## config.mk

```make
export PLATFORM = sky130hd
export DESIGN_NAME = debounced_mode_switch
export DESIGN_NICKNAME = d
export VERILOG_FILES = /design/src/sv/dms_pkg.sv /design/src/sv/debounced_mode_switch.sv
export SDC_FILE = /design/constraint.sdc
export NUM_CORES = 1
export LEC_CHECK = 0
export BUFFER_PORTS_ARGS = -buffer_cell sky130_fd_sc_hd__buf_2
export CORE_ASPECT_RATIO = 1.25
export CORE_MARGIN = 4
export CORE_UTILIZATION = 35
export CTS_CLUSTER_DIAMETER = 100
export DETAILED_ROUTE_END_ITERATION = 8
export GPL_TIMING_DRIVEN = 1
export PLACE_DENSITY_LB_ADDON = 0.12
export SLEW_MARGIN = 20
export SYNTH_ARGS = -nofsm -noshare
export SYNTH_HDL_FRONTEND = slang
export SYNTH_SLANG_ARGS = --single-unit
```

## constraint.sdc

```tcl
create_clock -name aclk -period 4.2 [get_ports aclk]
set_clock_uncertainty 0.2 [all_clocks]
set_input_delay 0.42 -clock aclk [delete_from_list [all_inputs] [get_ports aclk]]
set_output_delay 0.42 -clock aclk [all_outputs]
set_load 0.02 [all_outputs]
```

## src/sv/dms_pkg.sv

```systemverilog
`timescale 1ns / 1ps
// dms_pkg: payload types and register codes for the debounced mode switch
// no dependencies; used by debounced_mode_switch and dms_checker

package dms_pkg;

    localparam int unsigned CFG_INDEX_W = 2;
    localparam int unsigned CFG_DATA_W  = 16;

    localparam logic [CFG_INDEX_W-1:0] REG_SWITCH_MODE     = 2'd0;
    localparam logic [CFG_INDEX_W-1:0] REG_DEBOUNCE_TICKS  = 2'd1;
    localparam logic [CFG_INDEX_W-1:0] REG_QUICK_WINDOW_MS = 2'd2;

    localparam logic [2:0] MODE_DISABLED   = 3'd0;
    localparam logic [2:0] MODE_LANGUAGE   = 3'd1;
    localparam logic [2:0] MODE_MONO       = 3'd2;
    localparam logic [2:0] MODE_CYCLE      = 3'd3;
    localparam logic [2:0] MODE_LANG_MONO  = 3'd4;
    localparam logic [2:0] MODE_LANG_CYCLE = 3'd5;

    localparam logic [2:0]  SWITCH_MODE_RST     = MODE_DISABLED;
    localparam logic [3:0]  DEBOUNCE_TICKS_RST  = 4'd7;
    localparam logic [15:0] QUICK_WINDOW_MS_RST = 16'd1000;

    typedef struct packed {
        logic        switch_level;
        logic [31:0] now_ms;
        logic        color_supported;
        logic        menu_visible;
        logic        ignore_keypress;
    } in_t;

    typedef struct packed {
        logic       language_select;
        logic       forced_mono;
        logic       scanlines_on;
        logic [1:0] colour_mode;
        logic       show_mode_pulse;
        logic       menu_refresh;
    } out_t;

endpackage

```

## src/sv/debounced_mode_switch.sv

```systemverilog
`timescale 1ns / 1ps
// debounced_mode_switch: switch debounce and display/language mode control
// depends on dms_pkg
//
//  channel | ports                           | moves
//  --------+---------------------------------+-------------------------------
//  input   | s_valid, s_ready, s_data        | one frame tick sample
//  result  | m_valid, m_ready, m_data        | flags, mode and pulses
//  config  | cfg_wr_en, cfg_index, cfg_wr_data | register write, no wait
//
// one transfer per cycle sustained while m_ready stays high; input register then
// result register, with all debounce and mode logic in the single stage between
// reset clears both stages' valid bits, the debounce state and flags, and loads the config registers with defaults
// input register refills while a result waits; s_ready drops only when both
// stages are full and m_ready is low

module debounced_mode_switch #(
    parameter int unsigned LAST_COLOUR_MODE = 2
) (
    input  logic                               aclk,
    input  logic                               aresetn,

    input  logic                               s_valid,
    output logic                               s_ready,
    input  dms_pkg::in_t                       s_data,

    output logic                               m_valid,
    input  logic                               m_ready,
    output dms_pkg::out_t                      m_data,

    input  logic                               cfg_wr_en,
    input  logic [dms_pkg::CFG_INDEX_W-1:0]    cfg_index,
    input  logic [dms_pkg::CFG_DATA_W-1:0]     cfg_wr_data
);

    localparam int unsigned MW = $clog2(LAST_COLOUR_MODE + 1);
    localparam logic [MW-1:0] MODE_LAST = MW'(LAST_COLOUR_MODE);

    logic [2:0]    switch_mode_reg;
    logic [3:0]    debounce_ticks_reg;
    logic [15:0]   quick_window_ms_reg;

    logic          in_valid_reg;
    dms_pkg::in_t  in_data_reg;
    logic          out_valid_reg;
    dms_pkg::out_t out_data_reg;

    logic [4:0]    stable_count_reg,  stable_count_next;
    logic          stable_level_reg,  stable_level_next;
    logic          acted_level_reg,   acted_level_next;
    logic [31:0]   last_edge_ms_reg,  last_edge_ms_next;
    logic [MW-1:0] mode_index_reg,    mode_index_next;
    logic          mono_flag_reg,     mono_flag_next;
    logic          scanline_flag_reg, scanline_flag_next;
    logic          language_flag_reg, language_flag_next;
    dms_pkg::out_t out_data_next;

    logic          advance;
    logic          take_item;

    logic          lvl;
    logic [4:0]    count_inc;
    logic [4:0]    ticks_ext;
    logic          act;
    logic          edge_seen;
    logic          quick;
    logic [31:0]   elapsed;
    logic          show;
    logic          refresh;
    logic [MW-1:0] cyc_mode;
    logic          cyc_mono;
    logic          cyc_scan;
    logic          mode_at_last;

    assign advance   = !out_valid_reg || m_ready;
    assign take_item = in_valid_reg && advance;
    assign s_ready   = !in_valid_reg || advance;
    assign m_valid   = out_valid_reg;
    assign m_data    = out_data_reg;

    // display-mode cycling
    always_comb begin
        mode_at_last = (mode_index_reg >= MODE_LAST);
        cyc_mode     = mode_index_reg;
        cyc_mono     = mono_flag_reg;
        cyc_scan     = scanline_flag_reg;
        if (in_data_reg.color_supported) begin
            if (mono_flag_reg) begin
                if (!mode_at_last) begin
                    cyc_mode = mode_index_reg + MW'(1);
                end else begin
                    cyc_mode = '0;
                    cyc_mono = 1'b0;
                end
            end else begin
                cyc_scan = !scanline_flag_reg;
                cyc_mono = 1'b1;
            end
        end else begin
            if (!mode_at_last) begin
                cyc_mode = mode_index_reg + MW'(1);
            end else begin
                cyc_mode = '0;
                cyc_scan = !scanline_flag_reg;
            end
        end
    end

    always_comb begin
        lvl                = in_data_reg.switch_level;
        ticks_ext          = {1'b0, debounce_ticks_reg};
        count_inc          = stable_count_reg + 5'd1;
        edge_seen          = (lvl != acted_level_reg);
        elapsed            = in_data_reg.now_ms - last_edge_ms_reg;
        quick              = (last_edge_ms_reg != 32'd0) &&
                             (elapsed < {16'd0, quick_window_ms_reg});
        act                = 1'b0;
        show               = 1'b0;
        refresh            = 1'b0;
        stable_count_next  = stable_count_reg;
        stable_level_next  = stable_level_reg;
        acted_level_next   = acted_level_reg;
        last_edge_ms_next  = last_edge_ms_reg;
        mode_index_next    = mode_index_reg;
        mono_flag_next     = mono_flag_reg;
        scanline_flag_next = scanline_flag_reg;
        language_flag_next = language_flag_reg;

        if (lvl != stable_level_reg || switch_mode_reg == dms_pkg::MODE_DISABLED) begin
            stable_count_next = '0;
            stable_level_next = lvl;
        end else if (count_inc > ticks_ext) begin
            stable_count_next = ticks_ext + 5'd1;
        end else begin
            stable_count_next = count_inc;
            act               = (count_inc == ticks_ext);
        end

        if (act) begin
            case (switch_mode_reg)
                dms_pkg::MODE_LANGUAGE: begin
                    language_flag_next = lvl;
                end
                dms_pkg::MODE_MONO: begin
                    mono_flag_next = lvl;
                    show           = 1'b1;
                end
                dms_pkg::MODE_CYCLE: begin
                    if (lvl && edge_seen) begin
                        mode_index_next    = cyc_mode;
                        mono_flag_next     = cyc_mono;
                        scanline_flag_next = cyc_scan;
                        show               = 1'b1;
                    end
                end
                dms_pkg::MODE_LANG_MONO: begin
                    language_flag_next = lvl;
                    if (edge_seen) begin
                        last_edge_ms_next = in_data_reg.now_ms;
                        if (quick) begin
                            mono_flag_next = !mono_flag_reg;
                            show           = 1'b1;
                        end
                    end
                end
                dms_pkg::MODE_LANG_CYCLE: begin
                    language_flag_next = lvl;
                    if (edge_seen) begin
                        last_edge_ms_next = in_data_reg.now_ms;
                        if (quick) begin
                            mode_index_next    = cyc_mode;
                            mono_flag_next     = cyc_mono;
                            scanline_flag_next = cyc_scan;
                            show               = 1'b1;
                        end
                    end
                end
                default: begin
                end
            endcase
            acted_level_next = lvl;
            refresh = in_data_reg.menu_visible &&
                      (switch_mode_reg != dms_pkg::MODE_LANGUAGE) &&
                      !in_data_reg.ignore_keypress;
        end

        out_data_next.language_select = language_flag_next;
        out_data_next.forced_mono     = mono_flag_next;
        out_data_next.scanlines_on    = scanline_flag_next;
        out_data_next.colour_mode     = 2'(mode_index_next);
        out_data_next.show_mode_pulse = show;
        out_data_next.menu_refresh    = refresh;
    end

    always_ff @(posedge aclk) begin
        if (!aresetn) begin
            switch_mode_reg     <= dms_pkg::SWITCH_MODE_RST;
            debounce_ticks_reg  <= dms_pkg::DEBOUNCE_TICKS_RST;
            quick_window_ms_reg <= dms_pkg::QUICK_WINDOW_MS_RST;
        end else if (cfg_wr_en) begin
            unique case (cfg_index)
                dms_pkg::REG_SWITCH_MODE:     switch_mode_reg     <= cfg_wr_data[2:0];
                dms_pkg::REG_DEBOUNCE_TICKS:  debounce_ticks_reg  <= cfg_wr_data[3:0];
                dms_pkg::REG_QUICK_WINDOW_MS: quick_window_ms_reg <= cfg_wr_data;
                default: begin
                end
            endcase
        end
    end

    always_ff @(posedge aclk) begin
        if (!aresetn) begin
            in_valid_reg <= 1'b0;
        end else if (s_ready) begin
            in_valid_reg <= s_valid;
        end
        if (s_valid && s_ready) begin
            in_data_reg <= s_data;
        end
    end

    always_ff @(posedge aclk) begin
        if (!aresetn) begin
            out_valid_reg     <= 1'b0;
            stable_count_reg  <= '0;
            stable_level_reg  <= 1'b0;
            acted_level_reg   <= 1'b0;
            last_edge_ms_reg  <= '0;
            mode_index_reg    <= '0;
            mono_flag_reg     <= 1'b0;
            scanline_flag_reg <= 1'b0;
            language_flag_reg <= 1'b0;
        end else begin
            if (advance) begin
                out_valid_reg <= in_valid_reg;
            end
            if (take_item) begin
                stable_count_reg  <= stable_count_next;
                stable_level_reg  <= stable_level_next;
                acted_level_reg   <= acted_level_next;
                last_edge_ms_reg  <= last_edge_ms_next;
                mode_index_reg    <= mode_index_next;
                mono_flag_reg     <= mono_flag_next;
                scanline_flag_reg <= scanline_flag_next;
                language_flag_reg <= language_flag_next;
            end
        end
        if (take_item) begin
            out_data_reg <= out_data_next;
        end
    end

endmodule

```

Word-level counts from Yosys, hierarchy flattened
Index checks and enable logic that the tools add are counted.
W data, S select, Z words.
{ "word_totals": {"reg_bits": 112, "n_memories": 0, "mem_bits_ro": 0, "ram_bits": 0, "input_bits": 59, "latch_bits": 0} }
{ "op_classes": {"reduce_logical": 25, "n_div": 0, "eq_ne": 11, "magnitude_cmp": 3, "n_bitwise": 0, "n_mul": 0, "mux": 36, "n_addsub": 4, "n_shift": 0} }
{ "op_table": {"columns": ["cell", "count"], "rows": [
  ["$lt A32 B16 Y1", 1],
  ["$reduce_bool A32 Y1", 1],
  ["$sub A32 B32 Y32", 1],
  ["$mux W1", 23],
  ["$mux W2", 7],
  ["$mux W5", 2],
  ["$reduce_and A2 Y1", 5],
  ["$eq A3 B2 Y1 const B", 2],
  ["$eq A3 B3 Y1 const B", 2],
  ["$logic_and A1 B1 Y1", 6],
  ["$add A4 B1 Y5 const B", 1],
  ["$add A5 B1 Y5 const B", 1],
  ["$eq A5 B4 Y1", 1],
  ["$gt A5 B4 Y1", 1],
  ["$logic_not A1 Y1", 5],
  ["$pmux W1 S4", 1],
  ["$pmux W2 S2", 1],
  ["$reduce_and A4 Y1", 1],
  ["$eq A3 B1 Y1 const B", 1],
  ["$logic_not A3 Y1", 1],
  ["$logic_or A1 B1 Y1", 3],
  ["$ne A3 B1 Y1 const B", 1],
  ["$pmux W1 S3", 1],
  ["$reduce_or A3 Y1", 1],
  ["other kinds (8)", 9]
]} }

Logic depth before layout (Yosys ltp)
Gate-level depths: netlist of the first run.
{ "logic_depth": {"depth_word": 8, "mapped_depth": 20} }

Worst setup path before layout of the first run
No wires, ideal clock.
{ "synth_timing": {"kind": "reg2reg", "start": "register in_data_reg[11] (netlist name)", "end": "register out_data_reg (netlist bit m_data[2]) (data pin)", "synth_period_minus_slack_ps": 4220, "arrival_time_ps": 3761, "stages_incl_launch_ff": 19, "setup_slack_ps": -20, "path_cell_list": "edfxtp_1 ha_1 a21oi_1 nor3_1 or4_4 a21oi_4 o21ai_0 xor2_1 ha_1 nand4_1 nor4_1 o21ai_0 o2111ai_1 nor3_1 nand4_1 nor4_4 and4_4 mux2i_1 a211o_1"} }
{ "synth_between": {"elab_chain_cells": 7} }
{ "synth_rtl": {"columns": ["element", "line_no", "rtl"], "rows": [
  ["start: declaration", "debounced_mode_switch.sv:44", "dms_pkg::in_t in_data_reg;"],
  ["start signal: assignment", "debounced_mode_switch.sv:218", "in_data_reg <= s_data;"],
  ["$sub A32 B32 Y32", "debounced_mode_switch.sv:114", "elapsed = in_data_reg.now_ms - last_edge_ms_reg;"],
  ["$lt A32 B16 Y1", "debounced_mode_switch.sv:116", "(elapsed < {16'd0, quick_window_ms_reg});"],
  ["$logic_and A1 B1 Y1", "debounced_mode_switch.sv:115", "quick = (last_edge_ms_reg != 32'd0) &&"],
  ["$mux W2", "debounced_mode_switch.sv:170", "if (quick) begin"],
  ["$mux W2", "debounced_mode_switch.sv:168", "if (edge_seen) begin"],
  ["$pmux W2 S2", "debounced_mode_switch.sv:140", "case (switch_mode_reg)"],
  ["$mux W2", "debounced_mode_switch.sv:139", "if (act) begin"],
  ["named net mode_index_next[0]", "debounced_mode_switch.sv:52", "logic [MW-1:0] mode_index_reg, mode_index_next;"],
  ["end signal: assignment", "debounced_mode_switch.sv:249", "out_data_reg <= out_data_next;"],
  ["end: declaration", "debounced_mode_switch.sv:46", "dms_pkg::out_t out_data_reg;"]
]} }
The timed path passes the listed nets, and every way through them passes these cells.
A chain may end at the register's enable or synchronous reset.

Worst setup path in the final report of the first run
{ "layout_timing": {"start": "register in_data_reg[7] (netlist name)", "end": "register out_data_reg (netlist bit m_data[2]) (data pin)"} }
Same word-level chain as after synthesis.

==> results.cfg, run 1 <==
[status]
status = finished, violations left
violations = negative setup slack

[critical_path]
crit_fanout = 3
crit_top_cell = buf_4
path_cells = ha_1 > buf_4 > o211ai_2 > a21oi_4 > o211ai_2 > a211oi_2 > buf_4 > buf_4 > buf_4 > buf_4 > buf_4 > buf_4 > o21a_1 > or3_1 > a2111oi_4 > o2111a_2 > and4_4 > mux2i_2 > a211o_1
path_buf_inv = 7
cp_top_family = compound AO/OA/AOI/OAI gates
worstPathRequired_ns = 4.11
crit_slowest_cell = edfxtp_1
slowest_delay_ns = 0.41
critPathLaunchType = flip-flop
end_kind = flip-flop
cp_data_arrival_time_ns = 4.25
setup.worst_path.class = reg -> reg

[synth]
ys_types = 74
synth_top_family_by_area = simple AND/OR/NAND/NOR gates
synthAdderAreaFrac_pct = 9.750
synth_edf_count = 43
ys.flop_type = dfxtp_1
yosys.area_share.simple_pct = 20.59
async_flop_share_pct = 0
yosys.area_share.xor_xnor_pct = 3.500
synth_compound_area_share_pct = 19.96
synth-seq-area-share_pct = 38.14
synthCells = 813
ys_seq_elements = 112
syn_area_per_cell_um2 = 8.618
yosys_warnings = 0
synthMuxAreaShare_pct = 2.214
syn_nets = 926
synthesis.area_um2 = 7007

[sta]
setup_slack_ns = -0.1386
maxSlewHeadroom_pct = 35.75
rsz0062_at_grt = yes
fmax_mhz = 230.5
layout_min_cycle_time_ns = 4.339
hold_violations = 0
tightestPinTransition_ns = 0.9638
finalSetupTns_ns = -0.5143
setup_viol = 7
final_max_slew_viol_count = 0
timing.final.crit_share_pct = 103.3

[finish]
final_common_cell = nand2_1
largest_reg_flops = 35
drive_above_1_share_pct = 22.95
nets = 1045
nFillCells = 1996
area_growth_pct = 23.46
antenna_cells = 0
utilization_pct = 44.27
layout_common_cells = 146 x nand2_1, 73 x buf_4, 69 x dfxtp_1
regArea_um2 = 2673
multiInputGateArea_um2 = 4158
final_area_um2 = 8651

[power]
p_sw_mw = 0.6629
ir_worst_vdd_uv = 195.0
power_frac_seq_pct = 48.3
p_per_area_nw_per_um2 = 283.9
switching_share_pct = 26.99
p_comb_share_pct = 16.5
p_leak_nw = 3.375
intPower_mw = 1.793
clkPwrFrac_pct = 35.2

[worst_hold_path]
hold_path_class = in -> reg

[global_route]
grt_max_degree = 71
grt_overflow = 0
grt_pass1_vias = 6023
track_usage_pct = 16.25
grt_pass1_wl_mm = 29.93
antenna_found_initial = 0

[die]
num_rows = 57
num_io_pins = 68
initial_utilization_pct = 35.86
core_um2 = 19540
die_area_um2 = 22360
dieWidth_um = 134.6
die_y_um = 166.2

[place]
place_congestion = 0.8021
dp_hpwl_mm = 13.19
place_ws_ns = -0.2663
portBuffers = 67
placed_area_um2 = 7989

[routing]
dr.pass1.iters = 5
vias_per_cell = 4.943
totalWireLength_mm = 17.51
drt-initial-drc-count = 300
vias = 5941
drc = 0
wire_per_inst_um = 14.57
ant_nets = 0

[clock_tree]
cts_tree = built
clock_latency_ns = 0.36
clock_sinks = 112
clk_pin_slew_ns = 0.08
root_buffer = clkbuf_16
cts_max_level = 3
cts_buffers = 9
cts_buffer_depth = 2
ctsHoldBuffers = 0

[job]
maxCapViolations = 0
==> per-layer routing <==
| layer | global-route usage (%) | part of all wire, % |
|---|---|---|
| met5 | 0 | 0 |
| met1 | 21.10 | 47 |
| met3 | 2.364 | 3.3 |
| met4 | 5.624 | 2.1 |
| met2 | 27.51 | 48 |
==> what timing repair did <==
action,in CTS,in global routing
gates resized for setup,28,13
pin swaps,23,16
hold endpoints to repair,0,0
buffers inserted,11,6
setup endpoints to repair,9,9
==> cell usage after synthesis (all sizes together), types with 4 or more instances <==
library cell	instances	share of area [%]
nand2	147	7.9
dfxtp	69	20
inv	68	3.6
a21oi	53	4.1
ha	53	9.5
a21boi	47	5.1
edfxtp	43	18
nor2	36	2.0
clkbuf	30	1.6
o21ai	28	2.0
nand4	23	2.1
nor2b	20	1.8
xnor2	16	2.0
nand3	14	1.0
nor3	14	1.0
o211ai	12	1.4
xor2	12	1.5
mux2i	11	1.6
nor4	11	1.2
nand2b	9	0.80
a211oi	6	0.71
a21o	6	0.64
buf	6	0.59
o21a	6	0.64
or3	5	0.45
and2	4	0.39
mux2	4	0.64
nor3b	4	0.50
==> final timing paths <==
kind                                                           from                                  end  slack [ns]  cells after the start
worst max register to register             in_data_reg[7]$_DFFE_PP_                  m_data[2]$_DFFE_PP_       -0.14                     19
worst min register to register  quick_window_ms_reg[2]$_SDFFE_PN0P_  quick_window_ms_reg[2]$_SDFFE_PN0P_        0.27                      2
worst min-delay path                                      s_data[8]             in_data_reg[8]$_DFFE_PP_        0.03                      1
worst max-delay path                       in_data_reg[7]$_DFFE_PP_                  m_data[2]$_DFFE_PP_       -0.14                     19
==> cell families after synthesis <==
| kind of cell | count (synthesis) |
|---|---|
| compound gates | 200 |
| xor+xnor | 28 |
| fa+ha+maj | 54 |
| buf+inv | 104 |
| flops | 112 |
| mux | 15 |
| simple gates | 300 |
==> power groups by stage <==
stage               clock network, mW  logic [mW]  registers, mW
floorplan                           0       0.242           1.21
global placement                    0       0.374           1.21
detailed placement                  0       0.376           1.21
CTS                             0.899       0.396           1.19
global route                    0.943       0.455           1.19
finish                          0.864       0.405           1.19
==> area by class of cell <==
cell class,count,area share (%)
clock inverters,6,0.5351
clock buffers,10,2.893
flip-flops and latches,112,30.89
well taps,265,3.833
inverters,68,2.951
multi-input cells,597,48.06
repair buffers,144,10.83
==> metrics by stage <==
step	power, mW	instances	hold slack [ns]
global placement	1.585	1169	0.2552
finish	2.456	1202	0.02696
CTS	2.483	1196	0.01396
detailed placement	1.587	1169	0.2629
global route	2.590	1202	0.01957
floorplan	1.449	813	0.2435
Note: power is estimated with default switching activity, not from simulation.
==> inputs of run 2 (changes only) <==
Settings changed: RECOVER_POWER set to 50.
==> run 2 against run 1 <==
- the run ends with max-capacitance violations, max-slew violations, negative setup slack left
- design area shrank 0.20%
- via count is 0.22% lower
- register-to-register slack about the same
- combinational power barely moved
- total power barely moved
- routed wire length is 0.66% higher
- final cell count stayed put
- critical endpoint unchanged
- largest cell class unchanged
- largest power group unchanged
- highest routed layer unchanged
==> results.cfg, run 2 (same netlist as run 1, synthesis figures left out) <==
[status]
status = finished, violations left
violations = max-capacitance violations, max-slew violations, negative setup slack

[sta]
finalSetupTns_ns = -0.5948
hold_violations = 0
maxSlewHeadroom_pct = -90.20
layout_min_cycle_time_ns = 4.346
rsz0062_at_grt = yes
fmax_mhz = 230.1
tightestPinTransition_ns = 2.853
timing.final.crit_share_pct = 103.5
final_max_slew_viol_count = 71
setup_viol = 9
setup_slack_ns = -0.1456
worst_hold_slack_ns = 0.02537

[routing]
totalWireLength_mm = 17.62
ant_nets = 0
dr.pass1.iters = 5
vias = 5928
drt-initial-drc-count = 297
vias_per_cell = 4.932
drc = 0
wire_per_inst_um = 14.66

[place]
place_congestion = 0.8021
portBuffers = 67
dp_hpwl_mm = 13.19
place_ws_ns = -0.2663

[clock_tree]
clock_sinks = 112
clock_latency_ns = 0.36
cts_buffer_depth = 2
clk_pin_slew_ns = 0.08
ctsHoldBuffers = 0
cts_max_level = 3
cts_buffers = 9
cts_tree = built
root_buffer = clkbuf_16

[power]
p_leak_nw = 3.344
p_per_area_nw_per_um2 = 284.7
ir_worst_vdd_uv = 194.5

[global_route]
grt_pass1_wl_mm = 29.93
antenna_found_initial = 0
grt_pass1_vias = 6023
grt_overflow = 0
track_usage_pct = 16.25
grt_max_degree = 71

[critical_path]
crit_fanout = 3
reg2reg_to = m_data[2]$_DFFE_PP_
r2r_slack_ns = -0.15
setup.worst_path.class = reg -> reg
r2r_cells = 19
critPathLaunchType = flip-flop
crit-reg2reg-launch = in_data_reg[7]$_DFFE_PP_
path_cells = ha_1 > buf_4 > o211ai_2 > a21oi_4 > o211ai_2 > a211oi_2 > buf_4 > buf_4 > buf_4 > buf_4 > buf_4 > buf_4 > o21a_1 > or3_1 > a2111oi_4 > o2111a_2 > and4_4 > mux2i_2 > a211o_1
slowest_delay_ns = 0.42
end_kind = flip-flop
crit_top_cell = buf_4
worstPathRequired_ns = 4.11
crit_slowest_cell = edfxtp_1
cp_data_arrival_time_ns = 4.26

[die]
num_io_pins = 68
die_y_um = 166.2
initial_utilization_pct = 35.86
dieWidth_um = 134.6
die_area_um2 = 22360
core_um2 = 19540
num_rows = 57

[finish]
largest_reg_flops = 35
antenna_cells = 0
area_growth_pct = 23.21
nets = 1045
final_common_cell = nand2_1
layout_common_cells = 146 x nand2_1, 71 x buf_4, 69 x dfxtp_1
drive_above_1_share_pct = 21.88

[worst_hold_path]
holdPathEnd = in_data_reg[8]$_DFFE_PP_
holdPathStages = 1
hp-start = s_data[8]
hold_path_class = in -> reg

[job]
maxCapViolations = 1
-- run 2: final cells by class --
class / instances / area [um2]
fillers: 2000 / 10910
multi-input cells: 597 / 4158
flip-flops and latches: 112 / 2673
repair buffers: 144 / 919.6
well taps: 265 / 331.6
inverters: 68 / 255.2
clock buffers: 10 / 250.2
clock inverters: 6 / 46.29
-- run 2: where the power goes --
group	internal, mW	switching, mW	total, mW
registers	1.16	0.0233	1.19
logic	0.184	0.222	0.406
clock network	0.445	0.419	0.864
total	1.79	0.664	2.46
-- run 2: worst max-delay path by stage --
stage / from / endpoint / slack (ns) / cells past startpoint
3_3_place_gp: in_data_reg[11]$_DFFE_PP_ / m_data[2]$_DFFE_PP_ / -0.20 / 16
3_5_place_dp: in_data_reg[11]$_DFFE_PP_ / m_data[2]$_DFFE_PP_ / -0.27 / 18
2_1_floorplan: in_data_reg[11]$_DFFE_PP_ / m_data[2]$_DFFE_PP_ / -0.02 / 18
6_report: in_data_reg[7]$_DFFE_PP_ / m_data[2]$_DFFE_PP_ / -0.15 / 19
5_1_grt: in_data_reg[3]$_DFFE_PP_ / m_data[5]$_DFFE_PP_ / -0.33 / 22
4_1_cts: in_data_reg[3]$_DFFE_PP_ / m_data[2]$_DFFE_PP_ / -0.13 / 20
-- run 2: through the flow --
stage / util [%] / cells / total power, mW / instance area, um2
after floorplan: - / 813 / 1.449 / 7007
after global placement: 40.88 / 1169 / 1.585 / 7989
after detailed placement: 40.88 / 1169 / 1.587 / 7989
after CTS: 43.62 / 1196 / 2.483 / 8523
after global routing: 44.18 / 1202 / 2.591 / 8633
final: 44.18 / 1202 / 2.458 / 8633
-- run 2: worst max-delay path: cells and delay by family, from the launching register on --
kind                       cells  cell delay (ns)
AOI/OAI and AO/OA              8             1.50
buffers and inverters          7             0.90
and+or+nand+nor                2             0.63
DFF                            1             0.42
adders and majority gates      1             0.37
muxes                          1             0.08
-- run 2: per-layer routing --
| layer | share of wire [%] | routed length (um) | vias to the layer above | GRT usage [%] |
|---|---|---|---|---|
| met5 | 0 | 0 | - | 0 |
| met4 | 2.0 | 361 | 0 | 5.624 |
| met2 | 48 | 8375 | 95 | 27.51 |
| met1 | 47 | 8231 | 2703 | 21.10 |
| met3 | 3.7 | 657 | 19 | 2.364 |
| li1 | - | - | 3111 | - |
-- run 2: what timing repair did --
item	CTS	global route
gates resized for setup	28	13
endpoints found under the hold margin	0	0
setup buffers	11	6
pin swaps	23	16
endpoints found under the setup margin	9	9
